### config.mk
export PLATFORM = sky130hd
export DESIGN_NAME = partition_fit_allocator_core
export DESIGN_NICKNAME = d
export VERILOG_FILES = /design/src/rtl/core/pfa_pkg.sv /design/src/rtl/core/partition_fit_allocator_core.sv
export VERILOG_INCLUDE_DIRS = /design/src /design/src/rtl/core
export SDC_FILE = /design/constraint.sdc
export NUM_CORES = 1
export LEC_CHECK = 0
export BUFFER_PORTS_ARGS = -buffer_cell sky130_fd_sc_hd__buf_2
export CORE_ASPECT_RATIO = 0.7
export CORE_MARGIN = 1
export CORE_UTILIZATION = 55
export CTS_CLUSTER_DIAMETER = 150
export CTS_CLUSTER_SIZE = 20
export DETAILED_ROUTE_END_ITERATION = 7
export PLACE_DENSITY = 0.75
export REMOVE_ABC_BUFFERS = 1
export SETUP_SLACK_MARGIN = 0.1
export SYNTH_ARGS = -nofsm -noshare
export SYNTH_HDL_FRONTEND = slang
export SYNTH_SLANG_ARGS = --single-unit
### constraint.sdc
create_clock -name clock -period 3.7 [get_ports clock]
set_input_delay 0.74 -clock clock [delete_from_list [all_inputs] [get_ports clock]]
set_output_delay 0.74 -clock clock [all_outputs]
set_load 0.02 [all_outputs]
### src/rtl/core/assert_macros.svh
// Assertion helpers for the allocator core.
`ifndef ASSERT_MACROS_SVH
`define ASSERT_MACROS_SVH

// The consequent must hold in the same cycle as the antecedent.
`define ASSERT_IMP(label, clk, rst, ante, cons, msg) \
   label: assert property (@(posedge clk) disable iff (rst) (ante) |-> (cons)) \
      else $error(msg);

// The consequent must hold in the cycle after the antecedent.
`define ASSERT_NEXT(label, clk, rst, ante, cons, msg) \
   label: assert property (@(posedge clk) disable iff (rst) (ante) |=> (cons)) \
      else $error(msg);

`endif

### src/rtl/core/pfa_pkg.sv
package pfa_pkg;

   // Field widths fixed by the item layout.
   localparam int SIZE_W      = 16;
   localparam int TOTAL_W     = 20;
   localparam int OUT_IDX_W   = 3;
   localparam int IN_IDX_W    = 3;
   localparam int CSR_IDX_W   = 2;
   localparam int CSR_DATA_W  = 4;
   localparam int POLICY_W    = 2;
   localparam int COUNT_W     = 4;

   localparam int DEFAULT_PARTITIONS = 8;

   localparam logic [TOTAL_W-1:0] TOTAL_MAX = {TOTAL_W{1'b1}};
   localparam logic [COUNT_W-1:0] COUNT_RESET = 4'd8;

   // Placement policies.
   localparam logic [POLICY_W-1:0] POL_FIRST = 2'd0;
   localparam logic [POLICY_W-1:0] POL_BEST  = 2'd1;
   localparam logic [POLICY_W-1:0] POL_WORST = 2'd2;

   // Configuration register indexes.
   localparam logic [CSR_IDX_W-1:0] CSR_POLICY = 2'd0;
   localparam logic [CSR_IDX_W-1:0] CSR_COUNT  = 2'd1;

   // Item modes.
   localparam logic MODE_LOAD    = 1'b0;
   localparam logic MODE_REQUEST = 1'b1;

   typedef enum logic [2:0] {
      ST_IDLE   = 3'b001,
      ST_SCAN   = 3'b010,
      ST_UPDATE = 3'b100
   } state_type;

endpackage

### src/rtl/core/partition_fit_allocator_core.sv
// Fixed-partition allocator core.
// Input items arrive on the req_ ports and are taken at a clock edge where
// start is high and busy is low. A load item (req_mode 0) writes one
// partition size and clears the running leftover total; it finishes at once
// and its result strobes on rsp_valid in the next cycle.
// A request item (req_mode 1) scans the partitions in use with a single
// fit/compare unit, one partition per cycle, fed by a registered memory read.
// A request occupies the core through the scan, which runs through the
// memory read port and the one comparator, and through the update step. Busy
// stays high until the result is registered, and the result strobes for one
// cycle right after.
// Every item gives exactly one result, shown for one cycle only; the receiver
// cannot stall, and a new item may be started in the strobe cycle.
// Policy and partition count are written on the csr_ port, which is always
// ready and should only be written while the core is idle.
// Synchronous reset marks all partitions unavailable, clears the total and
// restores first fit with eight partitions.
`include "assert_macros.svh"

module partition_fit_allocator_core #(
   parameter int PARTITIONS = pfa_pkg::DEFAULT_PARTITIONS
) (
   input  logic                            clock,
   input  logic                            reset,
   // Input item channel.
   input  logic                            start,
   output logic                            busy,
   input  logic                            req_mode,
   input  logic [pfa_pkg::IN_IDX_W-1:0]    req_partition_index,
   input  logic [pfa_pkg::SIZE_W-1:0]      req_amount,
   // Result channel.
   output logic                            rsp_valid,
   output logic                            rsp_granted,
   output logic [pfa_pkg::OUT_IDX_W-1:0]   rsp_chosen_index,
   output logic [pfa_pkg::SIZE_W-1:0]      rsp_chosen_size,
   output logic [pfa_pkg::SIZE_W-1:0]      rsp_leftover,
   output logic [pfa_pkg::TOTAL_W-1:0]     rsp_total_leftover,
   // Configuration channel.
   input  logic                            csr_valid,
   output logic                            csr_ready,
   input  logic [pfa_pkg::CSR_IDX_W-1:0]   csr_index,
   input  logic [pfa_pkg::CSR_DATA_W-1:0]  csr_wdata
);

   localparam int IDX_W = (PARTITIONS > 1) ? $clog2(PARTITIONS) : 1;
   localparam int CNT_W = $clog2(PARTITIONS + 1);
   localparam logic [7:0] PART_LIM = 8'(PARTITIONS);

   // Partition sizes, with valid bits that reset clears.
   logic [pfa_pkg::SIZE_W-1:0] free_mem [PARTITIONS];
   logic [pfa_pkg::SIZE_W-1:0] mem_q_ff;

   pfa_pkg::state_type state_ff, state_in;
   logic [PARTITIONS-1:0]        valid_ff, valid_in;
   logic [pfa_pkg::TOTAL_W-1:0]  waste_ff, waste_in;
   logic [pfa_pkg::POLICY_W-1:0] policy_ff, policy_in;
   logic [pfa_pkg::COUNT_W-1:0]  count_ff, count_in;
   logic                         rsp_valid_ff, rsp_valid_in;

   logic [CNT_W-1:0]             lim_ff, lim_in;
   logic [CNT_W-1:0]             iss_ff, iss_in;
   logic                         rd_vld_ff, rd_vld_in;
   logic                         rd_ok_ff, rd_ok_in;
   logic [IDX_W-1:0]             rd_idx_ff, rd_idx_in;
   logic [pfa_pkg::SIZE_W-1:0]   amount_ff, amount_in;
   logic                         found_ff, found_in;
   logic [IDX_W-1:0]             best_idx_ff, best_idx_in;
   logic [pfa_pkg::SIZE_W-1:0]   best_size_ff, best_size_in;

   logic                         granted_ff, granted_in;
   logic [pfa_pkg::OUT_IDX_W-1:0] chosen_idx_ff, chosen_idx_in;
   logic [pfa_pkg::SIZE_W-1:0]   chosen_size_ff, chosen_size_in;
   logic [pfa_pkg::SIZE_W-1:0]   leftover_ff, leftover_in;
   logic [pfa_pkg::TOTAL_W-1:0]  total_ff, total_in;

   logic                         accept;
   logic                         load_we;
   logic [7:0]                   load_wide;
   logic [IDX_W-1:0]             load_addr;
   logic [7:0]                   count_ext;
   logic [7:0]                   lim_wide;
   logic                         issue;
   logic [pfa_pkg::SIZE_W-1:0]   rd_size;
   logic                         fits;
   logic                         take;
   logic [pfa_pkg::SIZE_W-1:0]   left;
   logic [pfa_pkg::TOTAL_W:0]    sum_wide;
   logic [7:0]                   best_wide;
   logic                         grant_sane;

   assign accept    = start && (state_ff == pfa_pkg::ST_IDLE);
   assign busy      = (state_ff != pfa_pkg::ST_IDLE);
   assign csr_ready = 1'b1;

   // Load address and range check.
   assign load_wide = {5'd0, req_partition_index};
   assign load_addr = load_wide[IDX_W-1:0];
   assign load_we   = accept && (req_mode == pfa_pkg::MODE_LOAD) && (load_wide < PART_LIM);

   // Scan length is the configured count, capped at the partition depth.
   assign count_ext = {4'd0, count_ff};
   assign lim_wide  = (count_ext > PART_LIM) ? PART_LIM : count_ext;

   assign issue = (state_ff == pfa_pkg::ST_SCAN) && (iss_ff < lim_ff);

   // Shared fit and ranking unit, working on the partition read last cycle.
   always_comb begin
      rd_size = rd_ok_ff ? mem_q_ff : '0;
      fits    = (rd_size != '0) && (rd_size >= amount_ff);
      take    = 1'b0;
      unique case (policy_ff)
         pfa_pkg::POL_FIRST: take = fits && !found_ff;
         pfa_pkg::POL_BEST:  take = fits && (!found_ff || (rd_size < best_size_ff));
         pfa_pkg::POL_WORST: take = fits && (!found_ff || (rd_size >= best_size_ff));
         default:            take = 1'b0;
      endcase
   end

   // Leftover and saturating total for the granted partition.
   assign left      = best_size_ff - amount_ff;
   assign sum_wide  = {1'b0, waste_ff} + {5'd0, left};
   assign best_wide = {{(8 - IDX_W){1'b0}}, best_idx_ff};

   // Sequencer and datapath next values.
   always_comb begin
      state_in       = state_ff;
      valid_in       = valid_ff;
      waste_in       = waste_ff;
      policy_in      = policy_ff;
      count_in       = count_ff;
      rsp_valid_in   = 1'b0;
      lim_in         = lim_ff;
      iss_in         = iss_ff;
      rd_vld_in      = 1'b0;
      rd_ok_in       = rd_ok_ff;
      rd_idx_in      = rd_idx_ff;
      amount_in      = amount_ff;
      found_in       = found_ff;
      best_idx_in    = best_idx_ff;
      best_size_in   = best_size_ff;
      granted_in     = granted_ff;
      chosen_idx_in  = chosen_idx_ff;
      chosen_size_in = chosen_size_ff;
      leftover_in    = leftover_ff;
      total_in       = total_ff;

      // Configuration writes; indexes beyond the list are dropped.
      if (csr_valid) begin
         if (csr_index == pfa_pkg::CSR_POLICY) begin
            policy_in = csr_wdata[pfa_pkg::POLICY_W-1:0];
         end else if (csr_index == pfa_pkg::CSR_COUNT) begin
            count_in = csr_wdata;
         end
      end

      unique case (state_ff)
         pfa_pkg::ST_IDLE: begin
            if (accept) begin
               amount_in = req_amount;
               if (req_mode == pfa_pkg::MODE_LOAD) begin
                  if (load_we) begin
                     valid_in[load_addr] = 1'b1;
                  end
                  waste_in       = '0;
                  granted_in     = 1'b0;
                  chosen_idx_in  = '0;
                  chosen_size_in = '0;
                  leftover_in    = '0;
                  total_in       = '0;
                  rsp_valid_in   = 1'b1;
               end else begin
                  lim_in   = lim_wide[CNT_W-1:0];
                  iss_in   = '0;
                  found_in = 1'b0;
                  state_in = pfa_pkg::ST_SCAN;
               end
            end
         end
         pfa_pkg::ST_SCAN: begin
            // Issue one read per cycle and rank the one that came back.
            if (issue) begin
               rd_vld_in = 1'b1;
               rd_ok_in  = valid_ff[iss_ff[IDX_W-1:0]];
               rd_idx_in = iss_ff[IDX_W-1:0];
               iss_in    = iss_ff + 1'b1;
            end
            if (rd_vld_ff && take) begin
               found_in     = 1'b1;
               best_idx_in  = rd_idx_ff;
               best_size_in = rd_size;
            end
            if (!issue && !rd_vld_ff) begin
               state_in = pfa_pkg::ST_UPDATE;
            end
         end
         pfa_pkg::ST_UPDATE: begin
            if (found_ff) begin
               valid_in[best_idx_ff] = 1'b0;
               waste_in       = sum_wide[pfa_pkg::TOTAL_W] ? pfa_pkg::TOTAL_MAX
                                                           : sum_wide[pfa_pkg::TOTAL_W-1:0];
               granted_in     = 1'b1;
               chosen_idx_in  = best_wide[pfa_pkg::OUT_IDX_W-1:0];
               chosen_size_in = best_size_ff;
               leftover_in    = left;
               total_in       = sum_wide[pfa_pkg::TOTAL_W] ? pfa_pkg::TOTAL_MAX
                                                           : sum_wide[pfa_pkg::TOTAL_W-1:0];
            end else begin
               granted_in     = 1'b0;
               chosen_idx_in  = '0;
               chosen_size_in = '0;
               leftover_in    = '0;
               total_in       = waste_ff;
            end
            rsp_valid_in = 1'b1;
            state_in     = pfa_pkg::ST_IDLE;
         end
         default: state_in = pfa_pkg::ST_IDLE;
      endcase
   end

   // Control registers.
   always_ff @(posedge clock) begin
      if (reset) begin
         state_ff     <= pfa_pkg::ST_IDLE;
         valid_ff     <= '0;
         waste_ff     <= '0;
         policy_ff    <= pfa_pkg::POL_FIRST;
         count_ff     <= pfa_pkg::COUNT_RESET;
         rsp_valid_ff <= 1'b0;
         rd_vld_ff    <= 1'b0;
      end else begin
         state_ff     <= state_in;
         valid_ff     <= valid_in;
         waste_ff     <= waste_in;
         policy_ff    <= policy_in;
         count_ff     <= count_in;
         rsp_valid_ff <= rsp_valid_in;
         rd_vld_ff    <= rd_vld_in;
      end
   end

   // Payload registers.
   always_ff @(posedge clock) begin
      lim_ff         <= lim_in;
      iss_ff         <= iss_in;
      rd_ok_ff       <= rd_ok_in;
      rd_idx_ff      <= rd_idx_in;
      amount_ff      <= amount_in;
      found_ff       <= found_in;
      best_idx_ff    <= best_idx_in;
      best_size_ff   <= best_size_in;
      granted_ff     <= granted_in;
      chosen_idx_ff  <= chosen_idx_in;
      chosen_size_ff <= chosen_size_in;
      leftover_ff    <= leftover_in;
      total_ff       <= total_in;
   end

   // Partition size memory: one write port for loads, one registered read.
   always_ff @(posedge clock) begin
      if (load_we) begin
         free_mem[load_addr] <= req_amount;
      end
      mem_q_ff <= free_mem[iss_ff[IDX_W-1:0]];
   end

   assign rsp_valid          = rsp_valid_ff;
   assign rsp_granted        = granted_ff;
   assign rsp_chosen_index   = chosen_idx_ff;
   assign rsp_chosen_size    = chosen_size_ff;
   assign rsp_leftover       = leftover_ff;
   assign rsp_total_leftover = total_ff;

   // A granted result names a nonempty partition and a leftover within it.
   assign grant_sane = (rsp_chosen_size != '0) && (rsp_leftover <= rsp_chosen_size);

   // A request keeps the core busy; a load answers in the next cycle.
   `ASSERT_NEXT(a_req_busy, clock, reset, accept && req_mode, busy, "request did not start a scan")
   `ASSERT_NEXT(a_load_rsp, clock, reset, accept && !req_mode, rsp_valid, "load gave no result")
   // A compared read always lies inside the scan range.
   `ASSERT_IMP(a_rd_range, clock, reset, rd_vld_ff, CNT_W'(rd_idx_ff) < lim_ff, "read out of range")
   // A grant never reports an empty partition or a leftover beyond its size.
   `ASSERT_IMP(a_grant_ok, clock, reset, rsp_valid && rsp_granted, grant_sane, "bad grant")

endmodule
# Yosys cells after proc, flatten, opt, wreduce, memory -nomap -nowiden

Memory sizes are Yosys's and may differ from the RTL's. A register that Yosys moved wholly into a read port is not among the register bits.
Cells that the tools add are included.

Eq/ne operators: 15
Magnitude comparators: 11
Reduce and logical (&&, ||, !) cells: 34
Add/sub/neg operators: 3
Muxes and demuxes: 50
Bitwise operators: 6

Operators by type and width:

| cell               | number |
|---|---|
| $mux 16            | 5 |
| $mux 20            | 4 |
| $pmux 16 s2        | 2 |
| $pmux 20 s2        | 1 |
| $ge 16x16->1       | 2 |
| $mux 8             | 4 |
| $add 20x16->21     | 1 |
| $mux 3             | 6 |
| $lt 16x16->1       | 1 |
| $lt 3x4->1 const B | 4 |
| $pmux 8 s2         | 1 |
| $reduce_bool 16->1 | 1 |
| $sub 16x16->16     | 1 |
| $mux 1             | 14 |
| $logic_and 1x1->1  | 12 |
| $mux 4             | 3 |
| $ne 2x2->1 const B | 6 |
| $pmux 3 s2         | 2 |
| $reduce_and 3->1   | 4 |
| $and 8x8->8        | 1 |
| $not 8->8          | 1 |
| $or 8x8->8         | 1 |
| $pmux 4 s2         | 1 |
| $reduce_and 2->1   | 4 |
| 23 further kinds   | 37 |

Memories kept: 1
Register bits after elaboration: 143
Input bits: 30
Word-level logic and storage cells: 140
RAM bits: 128

Memory list:

| memory   | depth | width | rd ports | clocked after Yosys merged registers in | write ports | RTL line                           | text |
|---|---|---|---|---|---|---|---|
| free_mem | 8     | 16    | 1        | 1                                       | 1           | partition_fit_allocator_core.sv:50 | `logic [pfa_pkg::SIZE_W-1:0] free_mem [PARTITIONS];` |

# Depth between registers and ports, before layout

Depth after elaboration: 9
Depth in mapped cells: 16

# Worst setup path before layout

Ideal clock, no wire load.

Kind: input-to-reg
From: input port req_mode
To: memory free_mem[2][0] (netlist name) (enable)
Cell stages on the path: 5
Setup slack: -0.063 ns
Data arrival time: 3.354 ns
Library setup time: 0.409 ns
Path through: nand4bb_1 a21o_1 inv_2 nand3_1 nor3_1

Cells in the longest elaborated chain, start to end: 5

RTL lines:

| what                            | RTL line                            | text |
|---|---|---|
| start, declared                 | partition_fit_allocator_core.sv:28  | `input logic req_mode,` |
| $not 1->1                       | --                                  |  |
| $logic_and 1x1->1 (2 in series) | partition_fit_allocator_core.sv:98  | `assign load_we = accept && (req_mode == pfa_pkg::MODE_LOAD) && (load_wide < PART_LIM);` |
| $mux 1                          | partition_fit_allocator_core.sv:261 | `if (load_we) begin` |
| $mux 1 (not written as such)    | partition_fit_allocator_core.sv:262 | `free_mem[load_addr] <= req_amount;` |
| end, declared                   | partition_fit_allocator_core.sv:50  |  |

Every way passes these cells.

# Worst setup path in the final report

From: register amount_ff[1] (netlist name)
To: register total_ff (netlist bit rsp_total_leftover[14]) (data pin)

Cells in the longest elaborated chain, start to end: 5

RTL lines:

| what                   | RTL line                            | text |
|---|---|---|
| start, declared        | partition_fit_allocator_core.sv:65  | `logic [pfa_pkg::SIZE_W-1:0] amount_ff, amount_in;` |
| start signal, assigned | partition_fit_allocator_core.sv:248 | `amount_ff <= amount_in;` |
| $sub 16x16->16         | partition_fit_allocator_core.sv:120 | `assign left = best_size_ff - amount_ff;` |
| net left (one bit)     | partition_fit_allocator_core.sv:86  | `logic [pfa_pkg::SIZE_W-1:0] left;` |
| $add 20x16->21         | partition_fit_allocator_core.sv:121 | `assign sum_wide = {1'b0, waste_ff} + {5'd0, left};` |
| $mux 20                | partition_fit_allocator_core.sv:205 | `total_in = sum_wide[pfa_pkg::TOTAL_W] ? pfa_pkg::TOTAL_MAX` |
| $mux 20                | --                                  |  |
| $pmux 20 s2            | --                                  |  |
| net total_in (one bit) | partition_fit_allocator_core.sv:74  | `logic [pfa_pkg::TOTAL_W-1:0] total_ff, total_in;` |
| end signal, assigned   | partition_fit_allocator_core.sv:256 | `total_ff <= total_in;` |
| end, declared          | partition_fit_allocator_core.sv:74  |  |

The timed path passes the listed nets, and every way through them passes these cells.
A chain may end at the register's enable or synchronous reset.

==> impl_metrics.toml <==
[sta]
min_period_over_period_pct = 103
timing.final.ws_setup_ns = -0.115
rsz0062_at_grt = "yes"
worst_pin_slew_ns = 0.808
relSlewSlack_pct = 45.8
setup_viol = 28
finalHoldViolations = 0
fmax_mhz = 262
slew_violations = 0
final.min_clock_period_ns = 3.81
clock_skew_ns = 0.0191
whs_ns = 0.408

[critical_path]
timing.rr.end = "rsp_total_leftover[14]"
required_ns = 3.95
critical_path_class = "register to register"
worstPathMaxFanout = 3
critPathArrivalTime_ns = 4.07
rr_startpoint = "amount_ff[1]"
rrSetupSlack_ns = -0.11
critPathLaunchType = "register"
end_kind = "register"
r2r_cells = 16

[outcome]
violations = "negative setup slack"
status = "finished, violations left"

[cells_and_area]
stdcell_count = 1548
diodes = 0
drive_gt1_share_pct = 34.4
final_util_pct = 69.7
nets = 1321
syn2layout_area_growth_pct = 24.1

[floorplanning]
dieArea_sq_um = 24800
fp.dieW_um = 188
core_sq_um = 23700
initial_core_util_pct = 56.2
ioPinCount = 89
die-height_um = 132
num_rows = 47

[logic_synthesis]
syn_area_sq_um = 13300
syn_area_per_cell_sq_um = 13.3
synth_compound_area_share_pct = 11.1
synth_top_cell_by_area = "edfxtp_1"
synth_warnings = 0
synth_common_cells = "232 x edfxtp_1, 81 x nor2_1, 71 x ha_1, 56 x a21oi_1, 56 x inv_1"
async_reset_ff_share_pct = 0
yosysMostFrequentCell = "edfxtp_1"
synth_cell_types = 80
synth_top_cells_by_area = "edfxtp_1 52%, dfxtp_1 8.3%, ha_1 6.7%"
synth_mux_area_share_pct = 7.65
synth_fa_ha_area_share_pct = 6.97
ys.flop_type = "edfxtp_1"
yosys.area_share.simple_pct = 9.42
seq_area_frac_synth_pct = 60.6
synth_edf_count = 232
synthXorXnorAreaFrac_pct = 1.58
syn-instance-count = 999
ys_seq_elements = 287
yosys.area.top_type_share_pct = 52.3
synth_top_family_by_area = "compound AO/OA/AOI/OAI gates"

[routing]
ant_nets = 0
avgViaCountPerCell = 5.95
dr.first_iter.drc_count = 784
drt_pass1_iterations = 5
wl_per_cell_um = 21.0
vias = 9204
drt_wl_total_um = 32500
drcViolationCount = 0

[pwr]
ir_drop_v = 0.000339
leakage_nw = 6.33
p_per_area_nw_per_um2 = 384
finalPower_mw = 6.34

[global_routing]
grt_pass1_vias = 8989
grt_max_degree = 41
grt_pass1_wl_um = 50600
antenna_found_initial = 0
gr-total-overflow = 0
grt_usage_pct = 26.4

[hold_path]
hold_path.startpoint = "rd_idx_ff[0]"
hold_depth = 0
holdPathEnd = "best_idx_ff[0]"
min_path_type = "register to register"

[clock_network]
clock_path_buffers = 3
numCtsBuffers = 18
cts_tree = "done"
clk_latency_ns = 0.51
cts-root-buf = "clkbuf_16"
postCtsHoldBufs = 0
cts.sinks = 287
htree_levels = 1
clkTransAtPathRegs_ns = 0.09

[place]
dp.final_hpwl_um = 21800
place_ws_ns = -0.335
port-buffer-count = 87
place.gp.congestion = 0.863
dp_cells = 1478

[run]
cap_violations = 0
[state kept, by name (all words and copies together) (netlist names), 16 cells and up]
name / cells
rsp_total_leftover: 20
best_size_ff: 16
amount_ff: 16
waste_ff: 20
rsp_leftover: 16
mem_q_ff: 16
free_mem: 128
rsp_chosen_size: 16
[per-layer routing]
metal | GRT usage [%] | share of wire, % | vias up | wire length [um]
met5 | 0 | 0 | - | 0
met4 | 5.56 | 1.9 | 0 | 617
met3 | 3.25 | 6.0 | 46 | 1940
met2 | 39.9 | 44 | 358 | 14500
met1 | 41.1 | 48 | 4553 | 15500
li1 | - | - | 4247 | -
[worst max-delay path: stages, from the launching register on]
cell	delay, ns
edfxtp_1	0.42
inv_2	0.11
ha_4	0.20
nor2b_4	0.12
o31a_1	0.28
or4_1	0.43
a21oi_2	0.20
o21ai_2	0.10
xnor2_2	0.24
buf_4	0.16
ha_4	0.19
a21oi_4	0.17
o21ai_4	0.10
buf_4	0.17
a311oi_2	0.29
xor2_1	0.26
a21oi_1	0.11
[worst max-delay path by stage]
stage                          from                endpoint
floorplan                  req_mode          free_mem[2][0]
global placement       amount_ff[0]  rsp_total_leftover[15]
detailed placement  best_size_ff[0]  rsp_total_leftover[11]
CTS                    amount_ff[1]  rsp_total_leftover[14]
global route           amount_ff[1]  rsp_total_leftover[14]
finish                 amount_ff[1]  rsp_total_leftover[14]
[per-stage QoR]
step           cell area, sq um  TNS (ns)
6_report                  16500     -1.52
5_1_grt                   16500     -5.34
4_1_cts                   16200    -0.138
3_5_place_dp              14800     -8.31
3_3_place_gp              14800     -6.44
2_1_floorplan             13200     -1.01
[report_power, final]
part | total [mW] | leakage [nW] | internal (mW) | switching [mW]
clock | 2.03 | 0.256 | 0.976 | 1.05
sequential | 3.58 | 2.60 | 3.55 | 0.0303
combinational | 0.737 | 3.48 | 0.330 | 0.407
[cell type report]
type	count	area (sq um)
flip-flops and latches	287	8070
fillers	1623	7170
multi-input cells	623	5700
repair buffers	230	1600
clock buffers	31	520
well taps	318	398
inverters	58	218
clock inverters	1	16.3
[cells in the final DEF (no fill, tap or decap), types with 6 or more instances in the layout]
| master | count |
|---|---|
| nor4_1 | 7 |
| dfxtp_1 | 55 |
| o21ai_1 | 10 |
| clkbuf_16 | 19 |
| buf_6 | 18 |
| xnor2_1 | 13 |
| ha_4 | 8 |
| a21oi_2 | 8 |
| nor3_1 | 7 |
| ha_1 | 62 |
| a211oi_1 | 8 |
| nand4_1 | 9 |
| buf_4 | 123 |
| nor2_1 | 71 |
| edfxtp_1 | 232 |
| a21oi_4 | 7 |
| clkbuf_1 | 12 |
| nor2_4 | 8 |
| nand2_1 | 39 |
| mux2_2 | 17 |
| o21ai_2 | 11 |
| a211oi_2 | 10 |
| inv_1 | 53 |
| buf_2 | 87 |
| a31oi_1 | 9 |
| nand2b_1 | 10 |
| a21oi_1 | 42 |
| xor2_1 | 6 |
| mux4_2 | 34 |
| and3_1 | 9 |
| a21o_1 | 18 |
| and2_1 | 28 |
| o21a_1 | 9 |
| o21ai_0 | 24 |
| nor2b_1 | 6 |
| nand3_1 | 10 |
[timing repair]
item	in CTS	in global routing
gates resized for setup	122	60
gates cloned	0	0
pin swaps	55	26
endpoints found under the setup margin	40	40
buffers inserted	28	12
[logic make-up after synthesis]
family / Yosys count
compound gates: 219
buf+inv: 89
xor+xnor: 24
mux: 57
other cells: 1
fa+ha+maj: 73
flops: 287
simple gates: 249
Power figures use the tool's default switching activity.
